`src/design/gasfp_pkg.sv`:
```
// Shared types, codes and helpers for the gas reading frame parser.
package gasfp_pkg;

   // Default limit on payload bytes per frame
   localparam int MAX_PAYLOAD_DEF = 10;

   // Special bytes of the frame
   localparam logic [7:0] CHAR_TAB   = 8'h09;
   localparam logic [7:0] CHAR_LF    = 8'h0A;
   localparam logic [7:0] CHAR_ZERO  = 8'h30;
   localparam logic [7:0] HEX_ALPHA  = 8'h37;
   localparam logic [3:0] NIB_TEN    = 4'hA;

   // Result beat layout
   localparam int READING_W = 32;
   localparam int RSP_DATA_W = 104;

   // Parse phase within a frame
   typedef enum logic [1:0] {
      PH_PAYLOAD = 2'd0,
      PH_HEX_HI  = 2'd1,
      PH_HEX_LO  = 2'd2,
      PH_SKIP    = 2'd3
   } phase_type;

   // Frame status codes, ordered by severity
   typedef enum logic [1:0] {
      ST_GOOD      = 2'd0,
      ST_SUM       = 2'd1,
      ST_MALFORMED = 2'd2
   } status_type;

   // Frame parser to statistics stage
   typedef struct packed {
      logic                   done;
      logic [READING_W-1:0]   reading;
      status_type             status;
   } frame_result_type;

   // Upper-case ASCII hex character for a nibble
   function automatic logic [7:0] hex_char(input logic [3:0] nib);
      logic [7:0] wide;
      wide = {4'h0, nib};
      if (nib >= NIB_TEN) begin
         hex_char = wide + HEX_ALPHA;
      end else begin
         hex_char = wide + CHAR_ZERO;
      end
   endfunction

endpackage

```
`src/design/ascii_gas_reading_frame_parser_top.sv`:
```
// Gas sensor ASCII frame parser: one UART byte per input beat, one result beat per line feed.
// Each byte is captured in an input register and then processed by the frame parser;
// a line feed loads the result register. The block takes one byte per clock cycle as
// long as the result register is free or being drained, and a line feed beat passes the
// input register and then the result register to become its result beat. A result waiting
// on rsp_tready holds the parser only once the next byte is ready to be processed.
module ascii_gas_reading_frame_parser_top #(
   parameter int MAX_PAYLOAD = gasfp_pkg::MAX_PAYLOAD_DEF
) (
   input  logic                               clock,
   input  logic                               reset,
   input  logic                               req_tvalid,
   output logic                               req_tready,
   input  logic [7:0]                         req_tdata,  // [7:0] rx_byte
   output logic                               rsp_tvalid,
   input  logic                               rsp_tready,
   // [31:0] reading, [33:32] frame_status, [65:34] min_reading,
   // [97:66] max_reading, [98] stats_valid, [103:99] zero
   output logic [gasfp_pkg::RSP_DATA_W-1:0]   rsp_tdata
);

   logic        in_valid_ff, in_valid_in;
   logic [7:0]  in_byte_ff;
   logic        step_en;
   gasfp_pkg::frame_result_type result;

   // Process the held byte when the output register can take a result
   assign step_en    = in_valid_ff && (!rsp_tvalid || rsp_tready);
   assign req_tready = !in_valid_ff || step_en;

   always_comb begin
      if (req_tvalid && req_tready) begin
         in_valid_in = 1'b1;
      end else if (step_en) begin
         in_valid_in = 1'b0;
      end else begin
         in_valid_in = in_valid_ff;
      end
   end

   always_ff @(posedge clock) begin
      if (reset) begin
         in_valid_ff <= 1'b0;
      end else begin
         in_valid_ff <= in_valid_in;
      end
   end

   // Input byte register
   always_ff @(posedge clock) begin
      if (req_tvalid && req_tready) begin
         in_byte_ff <= req_tdata;
      end
   end

   gasfp_frame #(
      .MAX_PAYLOAD(MAX_PAYLOAD)
   ) u_frame (
      .clock   (clock),
      .reset   (reset),
      .byte_en (step_en),
      .rx_byte (in_byte_ff),
      .result  (result)
   );

   gasfp_stats u_stats (
      .clock      (clock),
      .reset      (reset),
      .step_en    (step_en),
      .result     (result),
      .rsp_tvalid (rsp_tvalid),
      .rsp_tready (rsp_tready),
      .rsp_tdata  (rsp_tdata)
   );

endmodule

```
`src/design/gasfp_frame.sv`:
```
// Per-frame parse state: payload fold, checksum check and frame status.
module gasfp_frame #(
   parameter int MAX_PAYLOAD = gasfp_pkg::MAX_PAYLOAD_DEF
) (
   input  logic                        clock,
   input  logic                        reset,
   input  logic                        byte_en,
   input  logic [7:0]                  rx_byte,
   output gasfp_pkg::frame_result_type result
);

   localparam int CNT_W = $clog2(MAX_PAYLOAD + 1);
   localparam logic [CNT_W-1:0] CNT_MAX = CNT_W'(MAX_PAYLOAD);

   gasfp_pkg::phase_type  phase_ff, phase_in;
   gasfp_pkg::status_type bad_ff, bad_in;
   logic [7:0]            sum_ff, sum_in;
   logic [31:0]           accum_ff, accum_in;
   logic [CNT_W-1:0]      count_ff, count_in;
   logic                  hi_ok_ff, hi_ok_in;

   logic                  is_lf;
   logic [7:0]            want;
   logic [31:0]           digit;

   assign is_lf = (rx_byte == gasfp_pkg::CHAR_LF);
   assign want  = 8'h00 - sum_ff;
   assign digit = {24'h0, rx_byte} - {24'h0, gasfp_pkg::CHAR_ZERO};

   // Next frame state for one byte
   always_comb begin
      phase_in = phase_ff;
      bad_in   = bad_ff;
      sum_in   = sum_ff;
      accum_in = accum_ff;
      count_in = count_ff;
      hi_ok_in = hi_ok_ff;
      if (is_lf) begin
         phase_in = gasfp_pkg::PH_PAYLOAD;
         bad_in   = gasfp_pkg::ST_GOOD;
         sum_in   = 8'h00;
         accum_in = 32'h0;
         count_in = '0;
         hi_ok_in = 1'b0;
      end else begin
         unique case (phase_ff)
            gasfp_pkg::PH_PAYLOAD: begin
               if (rx_byte == gasfp_pkg::CHAR_TAB) begin
                  if (count_ff == '0) begin
                     bad_in = gasfp_pkg::ST_MALFORMED;
                  end
                  phase_in = gasfp_pkg::PH_HEX_HI;
               end else if (count_ff >= CNT_MAX) begin
                  bad_in = gasfp_pkg::ST_MALFORMED;
               end else begin
                  sum_in   = sum_ff + rx_byte;
                  accum_in = (accum_ff << 3) + (accum_ff << 1) + digit;
                  count_in = count_ff + 1'b1;
               end
            end
            gasfp_pkg::PH_HEX_HI: begin
               hi_ok_in = (rx_byte == gasfp_pkg::hex_char(want[7:4]));
               phase_in = gasfp_pkg::PH_HEX_LO;
            end
            gasfp_pkg::PH_HEX_LO: begin
               if (!(hi_ok_ff && rx_byte == gasfp_pkg::hex_char(want[3:0])) &&
                   bad_ff == gasfp_pkg::ST_GOOD) begin
                  bad_in = gasfp_pkg::ST_SUM;
               end
               phase_in = gasfp_pkg::PH_SKIP;
            end
            default: begin
            end
         endcase
      end
   end

   // Result of a line feed
   always_comb begin
      result.done    = byte_en && is_lf;
      result.reading = accum_ff;
      if (phase_ff != gasfp_pkg::PH_SKIP) begin
         result.status = gasfp_pkg::ST_MALFORMED;
      end else begin
         result.status = bad_ff;
      end
   end

   // Frame state registers
   always_ff @(posedge clock) begin
      if (reset) begin
         phase_ff <= gasfp_pkg::PH_PAYLOAD;
         bad_ff   <= gasfp_pkg::ST_GOOD;
         sum_ff   <= 8'h00;
         accum_ff <= 32'h0;
         count_ff <= '0;
         hi_ok_ff <= 1'b0;
      end else if (byte_en) begin
         phase_ff <= phase_in;
         bad_ff   <= bad_in;
         sum_ff   <= sum_in;
         accum_ff <= accum_in;
         count_ff <= count_in;
         hi_ok_ff <= hi_ok_in;
      end
   end

endmodule

```
`src/design/gasfp_stats.sv`:
```
// Running min/max of good readings and the result output register.
module gasfp_stats (
   input  logic                                  clock,
   input  logic                                  reset,
   input  logic                                  step_en,
   input  gasfp_pkg::frame_result_type           result,
   output logic                                  rsp_tvalid,
   input  logic                                  rsp_tready,
   output logic [gasfp_pkg::RSP_DATA_W-1:0]      rsp_tdata
);

   logic [31:0] low_ff, low_in;
   logic [31:0] high_ff, high_in;
   logic        any_ff, any_in;
   logic        out_valid_ff, out_valid_in;
   logic [gasfp_pkg::RSP_DATA_W-1:0] out_data_ff, out_data_in;
   logic        load;
   logic        good;

   assign load = step_en && result.done;
   assign good = (result.status == gasfp_pkg::ST_GOOD);

   // Min/max update for a good reading
   always_comb begin
      low_in  = low_ff;
      high_in = high_ff;
      any_in  = any_ff;
      if (good) begin
         if (!any_ff) begin
            low_in  = result.reading;
            high_in = result.reading;
            any_in  = 1'b1;
         end else begin
            if (result.reading > high_ff) begin
               high_in = result.reading;
            end
            if (result.reading < low_ff) begin
               low_in = result.reading;
            end
         end
      end
   end

   // Result beat and its valid flag
   always_comb begin
      out_data_in = {5'b0, any_in, high_in, low_in, result.status, result.reading};
      if (load) begin
         out_valid_in = 1'b1;
      end else if (rsp_tready) begin
         out_valid_in = 1'b0;
      end else begin
         out_valid_in = out_valid_ff;
      end
   end

   always_ff @(posedge clock) begin
      if (reset) begin
         low_ff       <= 32'h0;
         high_ff      <= 32'h0;
         any_ff       <= 1'b0;
         out_valid_ff <= 1'b0;
      end else begin
         out_valid_ff <= out_valid_in;
         if (load) begin
            low_ff  <= low_in;
            high_ff <= high_in;
            any_ff  <= any_in;
         end
      end
   end

   // Payload register, no reset needed
   always_ff @(posedge clock) begin
      if (load) begin
         out_data_ff <= out_data_in;
      end
   end

   assign rsp_tvalid = out_valid_ff;
   assign rsp_tdata  = out_data_ff;

endmodule
```
`config.mk`:
```
export PLATFORM = sky130hd
export DESIGN_NAME = ascii_gas_reading_frame_parser_top
export DESIGN_NICKNAME = d
export VERILOG_FILES = /design/src/design/gasfp_pkg.sv /design/src/design/ascii_gas_reading_frame_parser_top.sv /design/src/design/gasfp_frame.sv /design/src/design/gasfp_stats.sv
export SDC_FILE = /design/constraint.sdc
export NUM_CORES = 1
export LEC_CHECK = 0
export BUFFER_PORTS_ARGS = -buffer_cell sky130_fd_sc_hd__clkbuf_2
export CORE_AREA = 2 2 158 145
export DETAILED_ROUTE_END_ITERATION = 12
export DIE_AREA = 0 0 160 147
export MAX_ROUTING_LAYER = met4
export PLACE_DENSITY = 0.86
export REMOVE_ABC_BUFFERS = 1
export SLEW_MARGIN = 0
export SYNTH_ARGS = -nofsm -noshare
export SYNTH_HDL_FRONTEND = slang
export SYNTH_SLANG_ARGS = --single-unit
```
`constraint.sdc`:
```
create_clock -name clock -period 8.2 [get_ports clock]
set_input_delay 0.41 -clock clock [delete_from_list [all_inputs] [get_ports clock]]
set_output_delay 0.41 -clock clock [all_outputs]
set_load 0.01 [all_outputs]
```
==> summary.txt, run 1 <==
Critical path
  • CP cell instances: ha_1 -> nor3_2 -> buf_4 -> fa_1 -> ha_1 -> a2111o_1 -> o211ai_1 -> nor2_1 -> a211o_1 -> a41o_1 -> o21ai_1 -> o21ai_0 -> xnor2_1 -> o21ai_1
  • Worst Path Arrival: 4.62 ns
  • Crit path max fanout: 24
  • Worst reg2reg path depth: 14
  • Critical path type: flop to flop
  • Largest stage delay on the critical path: 0.54 ns
  • Critical path endpoint category: flop
  • Slowest cell on crit path: fa_1
  • Worst path required time: 8.58 ns
  • Worst setup SP type: flop

Yosys
  • Synthesized instance count: 1284
  • Post-synthesis cell area: 13150 sq um
  • Synth Flop Type: dfxtp_1
  • Post-synth cell types: 66
  • Synthesis warning total: 0
  • Seq/Total Area, Yosys: between 40% and 50%
  • Leading area contributor after synthesis: edfxtp_1
  • Area share of the largest cell type after synthesis: 24.44%
  • Async set-or-reset flop fraction in the synthesized netlist: 0%
  • EDFF count, synth: 107
  • #FFs+latches synth: 223
  • Avg Cell Area, Syn: 10.24 sq um
  • Main area contributors after synthesis: edfxtp_1 (24%), dfxtp_1 (18%), ha_1 (11%)

Clock network
  • Bufs on Longest Clock Path: 3
  • Cts repair resizes: 0
  • Worst skew pair latency: 0.53 ns
  • Root buf cell: clkbuf_16
  • CTS tree: yes
  • TritonCTS Buffers: 24
  • Postcts setup bufs: 0
  • Sink Count: roughly 220
  • CTS H-tree depth: 1
  • # hold bufs at CTS: 0
  • Clock-pin slew on the worst setup and hold paths: 0.06 ns

Drt
  • Vias per cell: between 5 and 6
  • Pre-Repair DR Iteration Count: 5
  • Final ANT Viol Nets: 0
  • DR WL met3: ~1.6 mm
  • DRC viols: 0
  • Post-Route M1 WL: between 10 and 15 mm
  • Vias: 9687
  • Highest metal used: met4
  • Drt total wl: around 29 mm
  • Wire per inst: approximately 17 microns
  • DR iter-0 viols: 813
  • Routed met2 length: 13.21 mm

Global routing
  • Remaining global-route overflow: 0
  • Total global routing track utilization: 25.06%
  • Largest net degree at the start of global routing: 91
  • Initial antenna violation count: 0
  • First-pass GRT wire length: 46.86 mm
  • Number of global-route vias before repair: 9459

Place
  • Final GP Congestion: 0.9024
  • Placed cell count: between 1.5k and 2k
  • PortBufs: 112
  • DP HPWL: 19.47 mm

Floorplanning
  • Std cell rows: 52
  • Die Y: 147 microns
  • Initial core utilization: 59.79%
  • Die ar.: between 20000 and 25000 sq um
  • Die width: 160 microns
  • # IOs: 118
  • Core area: 21990 sq um

Timing
  • Period utilization: 51.74%
  • Achievable Freq: 235.7 MHz
  • Final Hold Vio Count: 0
  • # setup viols final: 0
  • Clock skew: 0.01849 ns
  • RSZ-0062 raised after global routing: no
  • Final setup TNS: 0 ns
  • Slew headroom: 16.22%
  • Period minus WS final: between 4 and 5 ns
  • Max-slew violations: 0
  • Slew @ Worst Pin: around 1.3 ns

Final layout
  • Fillers: approximately 1.7k
  • Antenna diodes: 0
  • Share of cells above drive strength 1: approximately 14%
  • Most frequent cells in the layout: dfxtp_1 (116), ha_1 (114), clkbuf_2 (111)
  • Area growth syn-to-layout: 11.62%
  • Most common cell after layout, fill and taps aside: dfxtp_1
  • Fin cells: 1696
  • Nets@finish: 1537

Hold path
  • Worst min-delay path category: input port to flop
  • Hold depth: 1

Power and ir drop
  • Max IR drop VDD: 0.0001391 V
  • Static Leak: 6.033 nW
  • PwrDens: 199.8 nW/um^2

Flow run
  • Max_cap viols: 0

Status
  • Outcome: finished clean
[flip-flops by register name (all words and copies together) (netlist names)]
register and flops:
u_frame.bad_ff 2, u_stats.any_ff 1, u_frame.sum_ff 8, u_stats.high_ff 32
in_valid_ff 1, u_frame.hi_ok_ff 1, u_stats.rsp_tvalid 1, in_byte_ff 8
u_frame.accum_ff 32, u_stats.rsp_tdata 99, u_stats.low_ff 32, u_frame.count_ff 4
u_frame.phase_ff 2
[power by group]
| part | switching (mW) | internal [mW] |
|---|---|---|
| sequential | 0.0695 | 1.19 |
| combinational | 0.332 | 0.251 |
| clock | 0.441 | 0.654 |
| total | 0.842 | 2.09 |
[metal layers]
| layer | up-vias | track usage [%] |
|---|---|---|
| met5 | - | - |
| met4 | 0 | 9.099 |
| met3 | 85 | 4.122 |
| met2 | 301 | 39.85 |
| met1 | 4598 | 32.68 |
| li1 | 4703 | - |
[cell families (layout without fill, tap and decap cells)]
group	count (synthesis)	after routing	share of synthesized area [%]
multiplexers	100	100	8.555
AND/OR/NAND/NOR	360	360	13.59
adder cells (fa/ha/maj)	144	144	15.42
AO/OA/AOI/OAI	252	252	12.04
other	1	5	0.02852
XOR/XNOR	43	43	2.865
flip-flops	223	223	42.10
buffers and inverters	161	272	5.405
[metrics by stage]
| step | total power, mW | cell area [sq um] | setup slack (ns) | utilization (%) | hold slack [ns] |
|---|---|---|---|---|---|
| finish | 2.932 | 14680 | 3.957 | 66.73 | 0.06588 |
| CTS | 2.934 | 14680 | 4.002 | 66.73 | 0.05788 |
| detailed placement | 1.838 | 13880 | 4.027 | 63.11 | 0.4805 |
| global placement | 1.814 | 13880 | 4.108 | 63.11 | 0.4578 |
| floorplan | 1.681 | 12860 | 1.674 | - | 0.4480 |
| global route | 3.061 | 14680 | 3.633 | 66.73 | 0.05909 |
[final timing paths]
kind                            slack (ns)               start                    to
worst max-delay path                  3.96       in_byte_ff[5]  u_frame.accum_ff[31]
worst min-delay path                  0.07        req_tdata[1]         in_byte_ff[1]
worst max register to register        3.96       in_byte_ff[5]  u_frame.accum_ff[31]
worst min register to register        0.49  u_stats.high_ff[1]    u_stats.high_ff[1]
[Yosys cell counts, types with 6 or more instances]
cell type,n
buf_2,7
o21bai_1,7
inv_1,108
dfxtp_1,116
a21oi_1,64
nand4_1,16
xor2_1,15
fa_1,30
xnor2_1,28
nor2_1,96
a211oi_1,6
a21o_1,39
nand2_1,83
mux2i_1,73
nor2b_1,6
ha_1,114
nor3_1,26
nand2b_1,69
mux2_4,24
a22oi_1,7
a31oi_1,6
nand3_1,21
edfxtp_1,107
o21ai_0,66
o31ai_1,9
o21a_1,13
clkbuf_1,33
[final cells by class]
type / instances / area [sq um] / area share (%)
clock inverter: 11 / 142.6 / 0.9720
timing repair buffer: 120 / 623.1 / 4.246
inverter: 108 / 405.4 / 2.762
tap: 297 / 371.6 / 2.532
multi-input combinational: 904 / 6943 / 47.31
sequential: 223 / 5535 / 37.72
clock buffer: 33 / 654.4 / 4.459
[worst max-delay path, delay by kind of cell (launching register included)]
kind / cells / cell delay [ns]
DFF: 1 / 0.51
buffers and inverters: 1 / 0.42
and+or+nand+nor: 2 / 0.21
AOI/OAI and AO/OA: 7 / 1.57
adders and majority gates: 3 / 1.20
xor gates and xnor gates: 1 / 0.19
No activity file was read; power rests on OpenSTA's default activity.
==> inputs of run 2 (changes only) <==
==> constraint.sdc (replaced) <==
create_clock -name clock -period 4.1 [get_ports clock]
set_input_delay 0.205 -clock clock [delete_from_list [all_inputs] [get_ports clock]]
set_output_delay 0.205 -clock clock [all_outputs]
set_load 0.01 [all_outputs]
==> run 2 against run 1 <==
Compared with the run above: core utilization is 1.9 points higher; clock-buffer cell count is 2 lower; first-iteration DRC count is 16% lower; sequential power is 95% higher; largest power group unchanged; highest routed layer unchanged.
==> summary.txt, run 2 (same netlist as run 1, synthesis figures left out) <==
Floorplanning
  • Die width: 160 microns (unchanged)
  • Die Y: 147 microns (unchanged)
  • Std cell rows: 52 (unchanged)
  • Die ar.: 23520 sq um (unchanged)
  • Initial core utilization: 59.79% (unchanged)
  • Core area: 21990 sq um (unchanged)
  • # IOs: 118 (unchanged)

Power and ir drop
  • Int Pwr: 4.218 mW (was 2.090 mW)
  • Static Leak: 6.278 nW (was 6.033 nW)
  • Max IR drop VDD: 0.0002769 V (was 0.0001391 V)
  • PwrDens: 391.8 nW/um^2 (was 199.8 nW/um^2)
  • Net Sw Power: 1.696 mW (was 842.1 uW)
  • Reg power frac: 41.6% (was 42.8%)
  • Sw Share: 28.68% (was 28.72%)
  • Comb power frac: 21.2% (was 19.9%)
  • Clk pwr share: 37.2% (was 37.3%)

Hold path
  • Hold path start: reset (was req_tdata[1])
  • Worst min-delay path category: input port to flop (unchanged)

Timing
  • Period utilization: 94.00% (was 51.74%)
  • Slew @ Worst Pin: 1.195 ns (was 1.257 ns)
  • Achievable Freq: 259.5 MHz (was 235.7 MHz)
  • Final Hold Vio Count: 0 (unchanged)
  • Final setup TNS: 0 ns (unchanged)
  • Slew headroom: 20.06% (was 16.22%)
  • Period minus WS final: 3.854 ns (was 4.243 ns)
  • Worst Hold Slack: 0.1611 ns (was 0.06588 ns)
  • Max-slew violations: 0 (unchanged)
  • Clock skew: 0.02445 ns (was 0.01849 ns)
  • # setup viols final: 0 (unchanged)

Place
  • Area after DPL: 14160 sq um (was 13880 sq um)
  • Final GP Congestion: 0.9348 (was 0.9024)
  • Placed cell count: 1684 (was 1652)
  • DP HPWL: 20.34 mm (was 19.47 mm)
  • PortBufs: 112 (unchanged)

Global routing
  • Number of global-route vias before repair: 9383 (was 9459)
  • Largest net degree at the start of global routing: 77 (was 91)
  • First-pass GRT wire length: 47.06 mm (was 46.86 mm)
  • Total global routing track utilization: 25.11% (was 25.06%)
  • Remaining global-route overflow: 0 (unchanged)
  • Initial antenna violation count: 0 (unchanged)

Clock network
  • TritonCTS Buffers: 24 (unchanged)
  • Sink Count: 223 (unchanged)
  • Root buf cell: clkbuf_16 (unchanged)
  • Bufs on Longest Clock Path: 3 (unchanged)
  • CTS H-tree depth: 1 (unchanged)
  • Worst skew pair latency: 0.53 ns (about the same)
  • CTS tree: yes (unchanged)
  • Clock-pin slew on the worst setup and hold paths: 0.06 ns (about the same)

Final layout
  • Most frequent cells in the layout: dfxtp_1 (116), ha_1 (114), clkbuf_2 (111) (unchanged)
  • Share of cells above drive strength 1: 16.15% (was 13.87%)
  • Most common cell after layout, fill and taps aside: dfxtp_1 (unchanged)
  • Fin cells: 1740 (was 1696)
  • Fillers: 1584 (was 1693)
  • Max reg flops: 99 (unchanged)
  • Area growth syn-to-layout: 14.82% (was 11.62%)
  • Final Core Density: 68.64% (was 66.73%)
  • Antenna diodes: 0 (unchanged)
  • Nets@finish: 1582 (was 1537)
  • Design area: 15100 sq um (was 14680 sq um)

Critical path
  • Worst reg2reg path depth: 14 (unchanged)
  • Worst Path Arrival: 4.24 ns (was 4.62 ns)
  • Worst path required time: 4.49 ns (was 8.58 ns)
  • Critical path type: flop to flop (unchanged)
  • Start point of the critical path: in_byte_ff[5] (unchanged)
  • R2R Setup Slk: 0.25 ns (was 3.96 ns)
  • Critical R2R Launch: in_byte_ff[5] (unchanged)
  • Worst r2r dst: u_frame.accum_ff[31] (unchanged)
  • Critical path endpoint category: flop (unchanged)
  • Crit path max fanout: 17 (was 24)
  • CP endpoint: u_frame.accum_ff[31] (unchanged)
  • Worst setup SP type: flop (unchanged)

Drt
  • DRC viols: 0 (unchanged)
  • Drt total wl: 28.62 mm (was 28.51 mm)
  • DR iter-0 viols: 680 (was 813)
  • Final ANT Viol Nets: 0 (unchanged)
  • Pre-Repair DR Iteration Count: 5 (unchanged)
  • Wire per inst: 16.45 microns (was 16.81 microns)
  • Vias: 9722 (was 9687)
  • Vias per cell: 5.587 (was 5.712)

Status
  • Outcome: finished clean (unchanged)

Flow run
  • Max_cap viols: 0 (unchanged)
[run 2: changes by cell type in the layout (fill, tap and decap cells not counted), moves of 2 or more]
cell	delta
buf_4	+32
dlygate4sd3_1	+10
clkbuf_1	-6
clkbuf_8	+4
buf_12	+3
clkinv_2	-3
clkinv_1	+2
clkinvlp_4	+2
[run 2: metrics by stage]
step           setup WS (ns)  total power, mW
6_report              0.2461            5.915
5_1_grt             -0.03461            6.194
3_3_place_gp          0.2595            3.693
3_5_place_dp          0.1892            3.727
2_1_floorplan         -2.426            3.361
4_1_cts               0.1726            5.933
[run 2: cell type report]
cell class                      instances  area [sq um]  share of cell area [%]
Multi-Input combinational cell        904          6947                   46.02
Sequential cell                       223          5535                   36.67
Inverter                              108         405.4                   2.685
Clock inverter                         12         126.4                  0.8371
Timing Repair Buffer                  165          1023                   6.780
Tap cell                              297         371.6                   2.462
Clock buffer                           31         686.9                   4.550
[run 2: what timing repair did]
item	CTS	global route
resized for setup	0	2
endpoints found under the hold margin	10	0
hold buffers	10	0
endpoints found under the setup margin	0	2
buffers inserted	0	3
[run 2: worst min path at each step]
stage	slack, ns	end	depth (start not counted)
2_1_floorplan	0.27	in_valid_ff	1
3_3_place_gp	0.38	in_byte_ff[3]	1
3_5_place_dp	0.38	in_byte_ff[6]	1
4_1_cts	0.15	u_stats.low_ff[25]	2
5_1_grt	0.19	u_stats.low_ff[25]	2
6_report	0.16	u_stats.low_ff[31]	2
[run 2: worst max-delay path: stages (launching register included)]
cell      delay (ns)
edfxtp_1        0.47
ha_1            0.26
nor3_2          0.19
buf_12          0.22
fa_1            0.45
ha_1            0.37
a2111o_1        0.38
o211ai_1        0.09
nor2_1          0.10
a211o_1         0.31
a41o_1          0.30
o21ai_2         0.19
o21ai_0         0.13
xnor2_1         0.18
o21ai_1         0.07
[run 2: power by group through the flow]
stage | Sequential, mW | Clock, mW | Combinational, mW
floorplan | 2.51 | 0 | 0.851
finish | 2.46 | 2.20 | 1.25
detailed placement | 2.51 | 0 | 1.22
CTS | 2.46 | 2.24 | 1.24
global route | 2.47 | 2.33 | 1.40
global placement | 2.51 | 0 | 1.19
[run 2: metal layers]
layer  up-vias  track usage, %  routed length, microns
met1      4583           33.98                   12960
met4         0           6.622                     687
met2       278           40.35                   13310
met3        55           3.275                    1660
li1       4806               -                       -
met5         -               -                       0
==> inputs of run 3 (changes only) <==
--- a/config.mk
+++ b/config.mk
@@ -6,9 +6,9 @@
 export NUM_CORES = 1
 export LEC_CHECK = 0
 export BUFFER_PORTS_ARGS = -buffer_cell sky130_fd_sc_hd__clkbuf_2
-export CORE_AREA = 2 2 158 145
+export CORE_AREA = 2 2 150 152
 export DETAILED_ROUTE_END_ITERATION = 12
-export DIE_AREA = 0 0 160 147
+export DIE_AREA = 0 0 152 154
 export MAX_ROUTING_LAYER = met4
 export PLACE_DENSITY = 0.86
 export REMOVE_ABC_BUFFERS = 1
==> run 3 against run 2 <==
Compared with the run above: final area rose by 0.55%; register-to-register slack got worse by 0.04 ns; sequential power is essentially flat; flip-flop and latch count stayed put; critical path depth unchanged; clock skew is 0.015 ns lower; setup slack worse by 0.038 ns; worst hold slack hardly changed; via count up 1.6%; highest routed layer unchanged.
==> summary.txt, run 3 (same netlist as run 1, synthesis figures left out) <==
Critical path
  • Crit path max fanout: 5 (was 17)
  • Worst setup SP type: flop (unchanged)
  • Worst Path Arrival: 4.26 ns (was 4.24 ns)
  • Buf/Inv on CP: 1 (unchanged)
  • CP top delay family: compound AO/OA/AOI/OAI gates (unchanged)
  • CP cell instances: ha_1 -> nor3_4 -> buf_4 -> fa_1 -> ha_1 -> a2111o_1 -> o211ai_1 -> nor2_1 -> a211o_1 -> a41o_1 -> o21ai_1 -> o21ai_0 -> xnor2_1 -> o21ai_1 (was ha_1 -> nor3_2 -> buf_12 -> fa_1 -> ha_1 -> a2111o_1 -> o211ai_1 -> nor2_1 -> a211o_1 -> a41o_1 -> o21ai_2 -> o21ai_0 -> xnor2_1 -> o21ai_1)
  • Worst path required time: 4.47 ns (was 4.49 ns)
  • Largest stage delay on the critical path: 0.45 ns (was 0.47 ns)
  • Critical path type: flop to flop (unchanged)
  • Critical path endpoint category: flop (unchanged)
  • Slowest cell on crit path: edfxtp_1 (unchanged)

Floorplanning
  • Std cell rows: 54 (was 52)
  • # IOs: 118 (unchanged)
  • Initial core utilization: 60.62% (was 59.79%)
  • Die ar.: 23410 sq um (was 23520 sq um)
  • Die width: 152 microns (was 160 microns)
  • Die Y: 154 microns (was 147 microns)
  • Core area: 21690 sq um (was 21990 sq um)

Flow run
  • Max_cap viols: 0 (unchanged)

Final layout
  • Most common cell after layout, fill and taps aside: dfxtp_1 (unchanged)
  • Antenna diodes: 0 (unchanged)
  • Most frequent cells in the layout: dfxtp_1 (116), ha_1 (112), clkbuf_2 (111) (was dfxtp_1 (116), ha_1 (114), clkbuf_2 (111))
  • Area growth syn-to-layout: 15.45% (was 14.82%)
  • Max reg flops: 99 (unchanged)
  • Final Core Density: 69.98% (was 68.64%)
  • Share of cells above drive strength 1: 16.27% (was 16.15%)
  • Nets@finish: 1582 (unchanged)

Global routing
  • Initial antenna violation count: 0 (unchanged)
  • Remaining global-route overflow: 0 (unchanged)
  • Total global routing track utilization: 25.46% (was 25.11%)
  • Largest net degree at the start of global routing: 83 (was 77)
  • Number of global-route vias before repair: 9957 (was 9383)
  • First-pass GRT wire length: 48.12 mm (was 47.06 mm)

Drt
  • Wire per inst: 17.02 microns (was 16.45 microns)
  • DR iter-0 viols: 546 (was 680)
  • Pre-Repair DR Iteration Count: 5 (unchanged)
  • Drt total wl: 29.34 mm (was 28.62 mm)
  • Vias per cell: 5.731 (was 5.587)
  • Final ANT Viol Nets: 0 (unchanged)
  • DRC viols: 0 (unchanged)
  • Vias: 9881 (was 9722)

Place
  • DP HPWL: 20.45 mm (was 20.34 mm)
  • PortBufs: 112 (unchanged)
  • Final GP Congestion: 0.9285 (was 0.9348)

Clock network
  • Worst skew pair latency: 0.51 ns (was 0.53 ns)
  • Clock-pin slew on the worst setup and hold paths: 0.06 ns (about the same)
  • TritonCTS Buffers: 24 (unchanged)
  • Root buf cell: clkbuf_16 (unchanged)
  • Bufs on Longest Clock Path: 3 (unchanged)
  • CTS H-tree depth: 1 (unchanged)
  • CTS tree: yes (unchanged)
  • Sink Count: 223 (unchanged)

Power and ir drop
  • PwrDens: 400.1 nW/um^2 (was 391.8 nW/um^2)
  • Max IR drop VDD: 0.0003027 V (was 0.0002769 V)
  • Static Leak: 6.303 nW (was 6.278 nW)
  • Power, Total: 6.073 mW (was 5.915 mW)

Timing
  • Period utilization: 94.93% (was 94.00%)
  • Final Hold Vio Count: 0 (unchanged)
  • Worst Hold Slack: 0.1616 ns (was 0.1611 ns)
  • Period minus WS final: 3.892 ns (was 3.854 ns)
  • Max-slew violations: 0 (unchanged)
  • Achievable Freq: 256.9 MHz (was 259.5 MHz)
  • # setup viols final: 0 (unchanged)
  • Slew headroom: 19.30% (was 20.06%)
  • Clock skew: 0.009314 ns (was 0.02445 ns)
  • Slew @ Worst Pin: 1.206 ns (was 1.195 ns)

Hold path
  • Worst min-delay path category: input port to flop (unchanged)

Status
  • Outcome: finished clean (unchanged)
-- run 3: changes by cell type in the layout (fill, tap and decap cells not counted), moves of 2 or more --
cell,previous run,this run
buf_12,3,5
buf_4,41,38
bufinv_16,2,5
clkbuf_1,1,4
clkbuf_16,24,26
clkbuf_8,6,1
clkinv_4,0,2
ha_1,114,112
ha_2,0,2
-- run 3: final timing paths --
path	end	cells after the start	slack (ns)	startpoint
hold reg to reg	u_stats.high_ff[6]	2	0.48	u_stats.high_ff[6]
hold / removal	u_frame.sum_ff[1]	2	0.16	reset
setup reg to reg	u_frame.accum_ff[31]	14	0.21	in_byte_ff[5]
setup / recovery	u_frame.accum_ff[31]	14	0.21	in_byte_ff[5]
-- run 3: routing by layer --
metal / share of wire, % / up-vias / routed length [microns] / track usage (%)
met3: 4.4 / 50 / 1285 / 3.157
met1: 43 / 4771 / 12540 / 30.89
met4: 2.5 / 0 / 732 / 7.922
li1: - / 4811 / - / -
met5: 0 / - / 0 / -
met2: 50 / 249 / 14790 / 44.55
-- run 3: cell type report --
type                            instances  area [sq um]
Tap cell                              280         350.3
Inverter                              108         405.4
Multi-Input combinational cell        904          6962
Clock inverter                         14         205.2
Fill cell                            1565          6510
Timing Repair Buffer                  165          1066
Clock buffer                           30         654.4
Sequential cell                       223          5535
-- run 3: where the power goes --
part / leakage [nW] / internal [mW] / total, mW / switching, mW
Combinational: 4.12 / 0.545 / 1.27 / 0.723
Clock: 0.414 / 1.45 / 2.35 / 0.898
Sequential: 1.77 / 2.37 / 2.46 / 0.0872
Total: 6.30 / 4.36 / 6.07 / 1.71
-- run 3: through the flow --
| stage | instances | setup WS (ns) | setup TNS [ns] | area (sq um) |
|---|---|---|---|---|
| 4_1_cts | 1720 | 0.2078 | 0 | 15110 |
| 3_3_place_gp | 1666 | 0.2991 | 0 | 14150 |
| 6_report | 1724 | 0.2078 | 0 | 15180 |
| 3_5_place_dp | 1666 | 0.2347 | 0 | 14150 |
| 2_1_floorplan | 1235 | -2.426 | -278.32 | 12860 |
| 5_1_grt | 1724 | -0.01008 | -0.01008 | 15180 |
-- run 3: what timing repair did --
action | 4_1_cts | 5_1_grt
resized for setup | 0 | 6
hold endpoints to repair | 10 | 0
setup buffers | 0 | 3
hold buffers | 10 | 0
endpoints found under the setup margin | 0 | 2
